<file path="src/async_value_iteration_solver_macros.svh">
// Assertion macros used by the solver core.
`ifndef ASYNC_VALUE_ITERATION_SOLVER_MACROS_SVH
`define ASYNC_VALUE_ITERATION_SOLVER_MACROS_SVH

// Same-cycle implication, checked out of reset
`define AVIS_ASSERT_IMP(lbl, ante, cons, msg) \
    lbl: assert property (@(posedge aclk) disable iff (!aresetn) (ante) |-> (cons)) \
        else $error(msg);

// Next-cycle implication, checked out of reset
`define AVIS_ASSERT_NXT(lbl, ante, cons, msg) \
    lbl: assert property (@(posedge aclk) disable iff (!aresetn) (ante) |=> (cons)) \
        else $error(msg);

`endif

</file>
<file path="src/avis_pkg.sv">
package avis_pkg;

    // Sizes
    localparam int MAX_STATES  = 4096;
    localparam int ST_W        = 12;
    localparam int ACT_W       = 4;
    localparam int MAX_TRANS   = 16384;
    localparam int TR_AW       = 14;
    localparam int TRC_W       = 15;
    localparam int ACC_W       = 48;

    // Command codes
    localparam logic [2:0] CMD_CLEAR = 3'd0;
    localparam logic [2:0] CMD_LOAD  = 3'd1;
    localparam logic [2:0] CMD_WRITE = 3'd2;
    localparam logic [2:0] CMD_SOLVE = 3'd3;
    localparam logic [2:0] CMD_READ  = 3'd4;

    // Register indexes
    localparam logic [2:0] REG_STAR_COUNT   = 3'd0;
    localparam logic [2:0] REG_STATE_COUNT  = 3'd1;
    localparam logic [2:0] REG_ACTION_COUNT = 3'd2;
    localparam logic [2:0] REG_DISCOUNT     = 3'd3;
    localparam logic [2:0] REG_TOLERANCE    = 3'd4;
    localparam logic [2:0] REG_MAX_EPOCHS   = 3'd5;

    // Step costs in Q16.16
    localparam logic signed [31:0] COST_GOAL = -32'sd6553600;
    localparam logic signed [31:0] COST_FUEL = 32'sd6553600;
    localparam logic signed [31:0] COST_MOVE = 32'sd327680;

    typedef struct packed {
        logic [2:0]         command;
        logic [11:0]        state_index;
        logic [3:0]         action_index;
        logic [11:0]        succ_state;
        logic [16:0]        probability;
        logic signed [31:0] initial_value;
    } in_word_t;

    typedef struct packed {
        logic signed [31:0] state_value;
        logic [3:0]         policy_action;
        logic [15:0]        epochs_used;
        logic               converged;
        logic               load_error;
    } out_word_t;

    typedef struct packed {
        logic [ST_W-1:0]  st;
        logic [ACT_W-1:0] act;
        logic [ST_W-1:0]  nxt;
        logic [16:0]      prob;
    } trans_t;

    typedef struct packed {
        logic [6:0]  star_count;
        logic [12:0] state_count;
        logic [4:0]  action_count;
        logic [15:0] discount;
        logic [15:0] tolerance;
        logic [15:0] max_epochs;
    } cfg_t;

endpackage

</file>
<file path="src/avis_cfg.sv">
module avis_cfg (
    input  logic          aclk,
    input  logic          aresetn,
    input  logic          psel,
    input  logic          penable,
    input  logic          pwrite,
    input  logic [4:0]    paddr,
    input  logic [31:0]   pwdata,
    output logic [31:0]   prdata,
    output logic          pready,
    output avis_pkg::cfg_t cfg
);
    import avis_pkg::*;

    cfg_t cfg_reg;
    logic wr_en;

    assign pready = 1'b1;
    assign wr_en  = psel && penable && pwrite;
    assign cfg    = cfg_reg;

    // Register writes
    always_ff @(posedge aclk) begin
        if (!aresetn) begin
            cfg_reg.star_count   <= 7'd4;
            cfg_reg.state_count  <= 13'd64;
            cfg_reg.action_count <= 5'd4;
            cfg_reg.discount     <= 16'd64881;
            cfg_reg.tolerance    <= 16'd1;
            cfg_reg.max_epochs   <= 16'd1000;
        end else if (wr_en) begin
            case (paddr[4:2])
                REG_STAR_COUNT:   cfg_reg.star_count   <= pwdata[6:0];
                REG_STATE_COUNT:  cfg_reg.state_count  <= pwdata[12:0];
                REG_ACTION_COUNT: cfg_reg.action_count <= pwdata[4:0];
                REG_DISCOUNT:     cfg_reg.discount     <= pwdata[15:0];
                REG_TOLERANCE:    cfg_reg.tolerance    <= pwdata[15:0];
                REG_MAX_EPOCHS:   cfg_reg.max_epochs   <= pwdata[15:0];
                default: ;
            endcase
        end
    end

    // Read mux
    always_comb begin
        case (paddr[4:2])
            REG_STAR_COUNT:   prdata = {25'd0, cfg_reg.star_count};
            REG_STATE_COUNT:  prdata = {19'd0, cfg_reg.state_count};
            REG_ACTION_COUNT: prdata = {27'd0, cfg_reg.action_count};
            REG_DISCOUNT:     prdata = {16'd0, cfg_reg.discount};
            REG_TOLERANCE:    prdata = {16'd0, cfg_reg.tolerance};
            REG_MAX_EPOCHS:   prdata = {16'd0, cfg_reg.max_epochs};
            default:          prdata = 32'd0;
        endcase
    end

endmodule

</file>
<file path="config.mk">
export PLATFORM = sky130hd
export DESIGN_NAME = avis_cfg
export DESIGN_NICKNAME = d
export VERILOG_FILES = /design/src/async_value_iteration_solver_macros.svh /design/src/avis_pkg.sv /design/src/avis_cfg.sv
export SDC_FILE = /design/constraint.sdc
export NUM_CORES = 1
export LEC_CHECK = 0
export ABC_CLOCK_PERIOD_IN_PS = 1950
export BUFFER_PORTS_ARGS = -buffer_cell sky130_fd_sc_hd__buf_2
export CAP_MARGIN = 10
export CORE_UTILIZATION = 50
export CTS_BUF_LIST = sky130_fd_sc_hd__clkbuf_4 sky130_fd_sc_hd__clkbuf_8
export DETAILED_ROUTE_END_ITERATION = 7
export PLACE_DENSITY = 0.93
export SYNTH_ARGS = -nofsm -noshare
export SYNTH_HDL_FRONTEND = slang
export SYNTH_SLANG_ARGS = --single-unit
export TNS_END_PERCENT = 1
</file>
<file path="constraint.sdc">
create_clock -name aclk -period 1.95 [get_ports aclk]
set_input_delay 0.4875 -clock aclk [delete_from_list [all_inputs] [get_ports aclk]]
set_output_delay 0.4875 -clock aclk [all_outputs]
set_load 0.05 [all_outputs]
</file>
# Word level (Yosys, flattened, before mapping)
# Index checks and enable logic that the tools add are counted.
# Widths: inputs -> output; s select.
[op_classes]
reduce_logical = 9
muxes = 1
n_eq_ne = 5
[op_table]
columns = ["op", "n"]
rows = [
  ["$pmux 16 s6", 1],
  ["$reduce_and 2->1", 6],
  ["$eq 3x2->1 const B", 2],
  ["$eq 3x3->1 const B", 2],
  ["$eq 3x1->1 const B", 1],
  ["$logic_not 3->1", 1],
  ["$logic_and 1x1->1", 2],
]
[word_totals]
elab_cells = 21
in_bits = 42
register_bits = 73

# Logic depth before layout (Yosys ltp)
[depth]
depth_word = 3
depth_mapped = 6
depth_no_buf = 3

# Worst setup path before layout
# Ideal clock, no wire load.
[synth_path]
path_kind = "input-to-output"
startpoint = "input paddr[3]"
endpoint = "output prdata[2]"
path_slack_ns = -0.550
path_stages = 4
n_path_buf = 2
arrival_time_ns = 2.012
cell_sequence = "buf_6 > nand2b_4 > buf_4 > o21ai_0"
[synth_between]
elab_chain_cells = 2
word_cells_on_any_way = 7
[synth_lines]
columns = ["item", "line_no", "source"]
rows = [
  ["from (decl)", "avis_cfg.sv:7", "input logic [4:0] paddr,"],
  ["$eq 3x3->1, or another cell as far along", "avis_cfg.sv:46", "case (paddr[4:2])"],
  ["$pmux 16 s6 (*)", "avis_cfg.sv:46", ""],
  ["to (decl)", "avis_cfg.sv:9", "output logic [31:0] prdata,"],
]
# Mark *: on every way between the ends. The rest lies on a longest branch, timed or not.

# Worst setup path in the final report
[layout_path]
startpoint = "input paddr[3]"
endpoint = "output prdata[4]"
# The elaborated chain is that of the path after synthesis.

==> impl_metrics.prom <==
# TYPE chip_impl_metric gauge
chip_impl_info{name="crit-reg2reg-launch",value="cfg[40]"} 1
chip_impl_metric{name="drt_first_pass_iters",unit=""} 5
chip_impl_metric{name="drtAntennaViolNets",unit=""} 0
chip_impl_info{name="worstHoldEndpoint",value="cfg[31]"} 1
chip_impl_metric{name="post_synth_num_cell_types",unit=""} 39
chip_impl_metric{name="crit_path_max_fanout",unit=""} 12
chip_impl_info{name="uppermost_routed_layer",value="met4"} 1
chip_impl_metric{name="rows",unit=""} 30
chip_impl_metric{name="globalplace.congestion",unit=""} 0.808
chip_impl_metric{name="global_route.overflow_total",unit=""} 0
chip_impl_info{name="worstSetupPathType",value="primary input to output pin"} 1
chip_impl_metric{name="finalHoldWorstSlack",unit="ps"} 419
chip_impl_info{name="mostFrequentLayoutCells",value="buf_2, mux2i_1, nand2_1, dfxtp_1, buf_4"} 1
chip_impl_metric{name="min_delay_path_depth",unit=""} 3
chip_impl_metric{name="inserted_clock_buffers",unit=""} 9
chip_impl_info{name="worstHoldStart",value="pwdata[15]"} 1
chip_impl_metric{name="drv_cap",unit=""} 0
chip_impl_metric{name="crit_arrival",unit="ps"} 1470
chip_impl_metric{name="clock_sinks",unit=""} 73
chip_impl_metric{name="die_width",unit="um"} 86.2
chip_impl_metric{name="largest_register_ffs",unit=""} 73
chip_impl_info{name="critical_path.reg2reg.endpoint",value="cfg[40]"} 1
chip_impl_metric{name="finalCriticalPeriod",unit="ps"} 1960
chip_impl_info{name="synth_area_leaders",value="dfxtp_1, mux2i_1, nand2_1"} 1
chip_impl_info{name="synth_top_area_cell",value="dfxtp_1"} 1
chip_impl_metric{name="layoutNonFillerInstCount",unit=""} 604
chip_impl_metric{name="route.met2.wl",unit="um"} 5010
chip_impl_info{name="crit_chain",value="buf_12 -> mux2_2 -> a221oi_2 -> a21oi_2 -> buf_4"} 1
chip_impl_metric{name="netlist.area_leader.share",unit=""} 0.412
chip_impl_metric{name="wl_met1",unit="um"} 4300
chip_impl_info{name="violations",value="negative setup slack"} 1
chip_impl_metric{name="routed_via_density",unit=""} 5.35
chip_impl_metric{name="dr_total_vias",unit=""} 3233
chip_impl_metric{name="syn_inst",unit=""} 373
chip_impl_metric{name="clkTransAtPathRegs",unit="ps"} 80
chip_impl_metric{name="total_instance_count_after_detailed_placement",unit=""} 584
chip_impl_metric{name="synth.cell_area",unit="mm2"} 0.00355
chip_impl_info{name="cts_root_buf",value="clkbuf_8"} 1
chip_impl_metric{name="finClkSkew",unit="ps"} 0
chip_impl_metric{name="finalNetCount",unit=""} 545
chip_impl_metric{name="wl_met3",unit="um"} 593
chip_impl_metric{name="final_critical_path_setup_slack",unit="ps"} -6.50
chip_impl_metric{name="timing.final.max_slew_violations",unit=""} 0
chip_impl_metric{name="core_area",unit="mm2"} 0.00683
chip_impl_metric{name="clock.fmax",unit="MHz"} 511
chip_impl_metric{name="die_height",unit="um"} 86.2
chip_impl_metric{name="clock_latency",unit="ps"} 340
chip_impl_metric{name="yosysWarningCount",unit=""} 0
chip_impl_metric{name="insertedDiodeCount",unit=""} 0
chip_impl_info{name="worst_path_max_delay_cell",value="mux2_2"} 1
chip_impl_metric{name="remaining_drc_errors",unit=""} 0
chip_impl_metric{name="data_required_critical_path",unit="ps"} 1460
chip_impl_metric{name="timing.reg2reg.worst_path_depth",unit=""} 2
chip_impl_info{name="crit_path_start_kind",value="primary input"} 1
chip_impl_metric{name="ctsLongestPathBuffers",unit=""} 2
chip_impl_metric{name="drive_gt1_frac",unit=""} 0.409
chip_impl_metric{name="first_global_vias",unit=""} 3082
chip_impl_metric{name="grt_antenna_before_repair",unit=""} 0
chip_impl_metric{name="first_iter_violations",unit=""} 147
chip_impl_metric{name="finalSetupTns",unit="ps"} -6.50
chip_impl_metric{name="route.detailed.wl_per_inst",unit="um"} 16.5
chip_impl_info{name="worst_setup_path_startpoint",value="paddr[3]"} 1
chip_impl_metric{name="timing.final.setup_violations",unit=""} 1
chip_impl_metric{name="design_power_total",unit="mW"} 3.15
chip_impl_metric{name="finalWirelength",unit="um"} 9970
chip_impl_metric{name="cts_hold_buffers",unit=""} 0
chip_impl_metric{name="max_stage_delay",unit="ps"} 360
chip_impl_metric{name="synthToLayoutAreaGrowth",unit="%"} 36.6
chip_impl_metric{name="io_buffers",unit=""} 112
chip_impl_metric{name="start_util",unit=""} 0.519
chip_impl_metric{name="grt_pass1_wl",unit="um"} 15100
chip_impl_metric{name="power-per-cell-area",unit="mW/mm2"} 651
chip_impl_metric{name="final_min_period_over_clock_period",unit=""} 1.00
chip_impl_metric{name="grt_usage",unit=""} 0.265
chip_impl_metric{name="final_hold_viol_count",unit=""} 0
chip_impl_metric{name="p_leak",unit="nW"} 2.30
chip_impl_metric{name="dp.final_hpwl",unit="um"} 6830
chip_impl_info{name="cts_tree",value="yes"} 1
chip_impl_info{name="grt_setup_unrepaired",value="true"} 1
chip_impl_metric{name="pin_count_of_the_biggest_net_entering_global_routing",unit=""} 92
chip_impl_info{name="status",value="finished, violations left"} 1
chip_impl_metric{name="synth_sequential_area_ratio",unit=""} 0.412
chip_impl_metric{name="pin_count",unit=""} 148
chip_impl_metric{name="synth-seq-cells",unit=""} 73
chip_impl_info{name="layout.cells.most_common",value="buf_2"} 1
chip_impl_metric{name="peakVddDrop",unit="uV"} 474
chip_impl_metric{name="syn_avg_cell_area",unit="um2"} 9.51
chip_impl_metric{name="h_tree_depth",unit=""} 3
chip_impl_info{name="hp-class",value="primary input to flop"} 1
chip_impl_metric{name="die_area",unit="mm2"} 0.00744
chip_impl_info{name="setup.worst_path.end_class",value="output pin"} 1
chip_impl_metric{name="worst-r2r-setup-slack",unit="ps"} 1210
chip_impl_metric{name="post-place-ws",unit="ps"} -299
## kinds of logic after synthesis
family | synth area share
simple gates | 0.128
mux | 0.248
flops | 0.412
buf+inv | 0.0984
compound gates | 0.111
other cells | 0.00212
## power breakdown
part	internal [mW]	leakage [nW]	switching [mW]	total, mW
clock	0.516	0.0911	0.555	1.07
sequential	1.50	0.592	0.0109	1.51
combinational	0.192	1.61	0.378	0.570
total	2.21	2.30	0.944	3.15
## through the flow
stage,cell area [um2],util
floorplan,3680,-
global placement,4430,0.649
detailed placement,4430,0.649
CTS,4700,0.688
global route,4850,0.710
finish,4850,0.710
## how the worst max path moves through the flow
stage / to / slack, ps
after floorplan: prdata[10] / -160
after global placement: prdata[15] / -250
after detailed placement: prdata[4] / -300
after CTS: prdata[4] / -30
after global routing: prdata[1] / -50
final: prdata[4] / -7
## per-layer routing
metal | GRT usage | vias up
li1 | - | 1529
met4 | 0.0833 | 0
met5 | 0 | -
met1 | 0.320 | 1576
met2 | 0.456 | 123
met3 | 0.0762 | 5
## cell usage after synthesis
cell        n
mux2i_1    79
dfxtp_1    73
nand2_1    70
o21ai_0    22
buf_4      20
inv_1      13
clkbuf_1   12
buf_2       9
o311ai_0    9
nor2b_1     7
o211ai_1    7
o22ai_1     6
buf_6       5
mux2_2      4
o2bb2ai_1   4
a21oi_1     2
a221oi_1    2
a22oi_1     2
a31oi_1     2
and2_1      2
conb_1      2
mux4_2      2
nor2_2      2
or3_1       2
a211o_1     1
and3_1      1
clkinv_1    1
nand2b_1    1
nand2b_4    1
nand3_1     1
nand4_1     1
nand4b_4    1
nor2_1      1
nor2_8      1
nor3_2      1
nor4bb_1    1
o311ai_1    1
o31ai_1     1
or2_1       1
## cell type report
class / count / area [um2]
flip-flops and latches: 73 / 1470
multi-input cells: 255 / 1950
well taps: 96 / 120
repair buffers: 150 / 1090
fillers: 520 / 1980
clock buffers: 13 / 154
inverters: 14 / 52.6
clock inverters: 3 / 17.5
## timing repair
| item | 4_1_cts | 5_1_grt |
|---|---|---|
| pin swaps | 1 | 3 |
| endpoints found under the hold margin | 0 | 0 |
| setup buffers | 0 | 3 |
| endpoints found under the setup margin | 16 | 16 |
| resized for setup | 30 | 31 |
| gates cloned | 0 | 1 |
## critical path, delay by kind of cell
family / cells / cell delay [ps]
mux: 1 / 360
buf+inv: 2 / 320
compound gates: 2 / 300
Note: power is estimated with default switching activity, not from simulation.
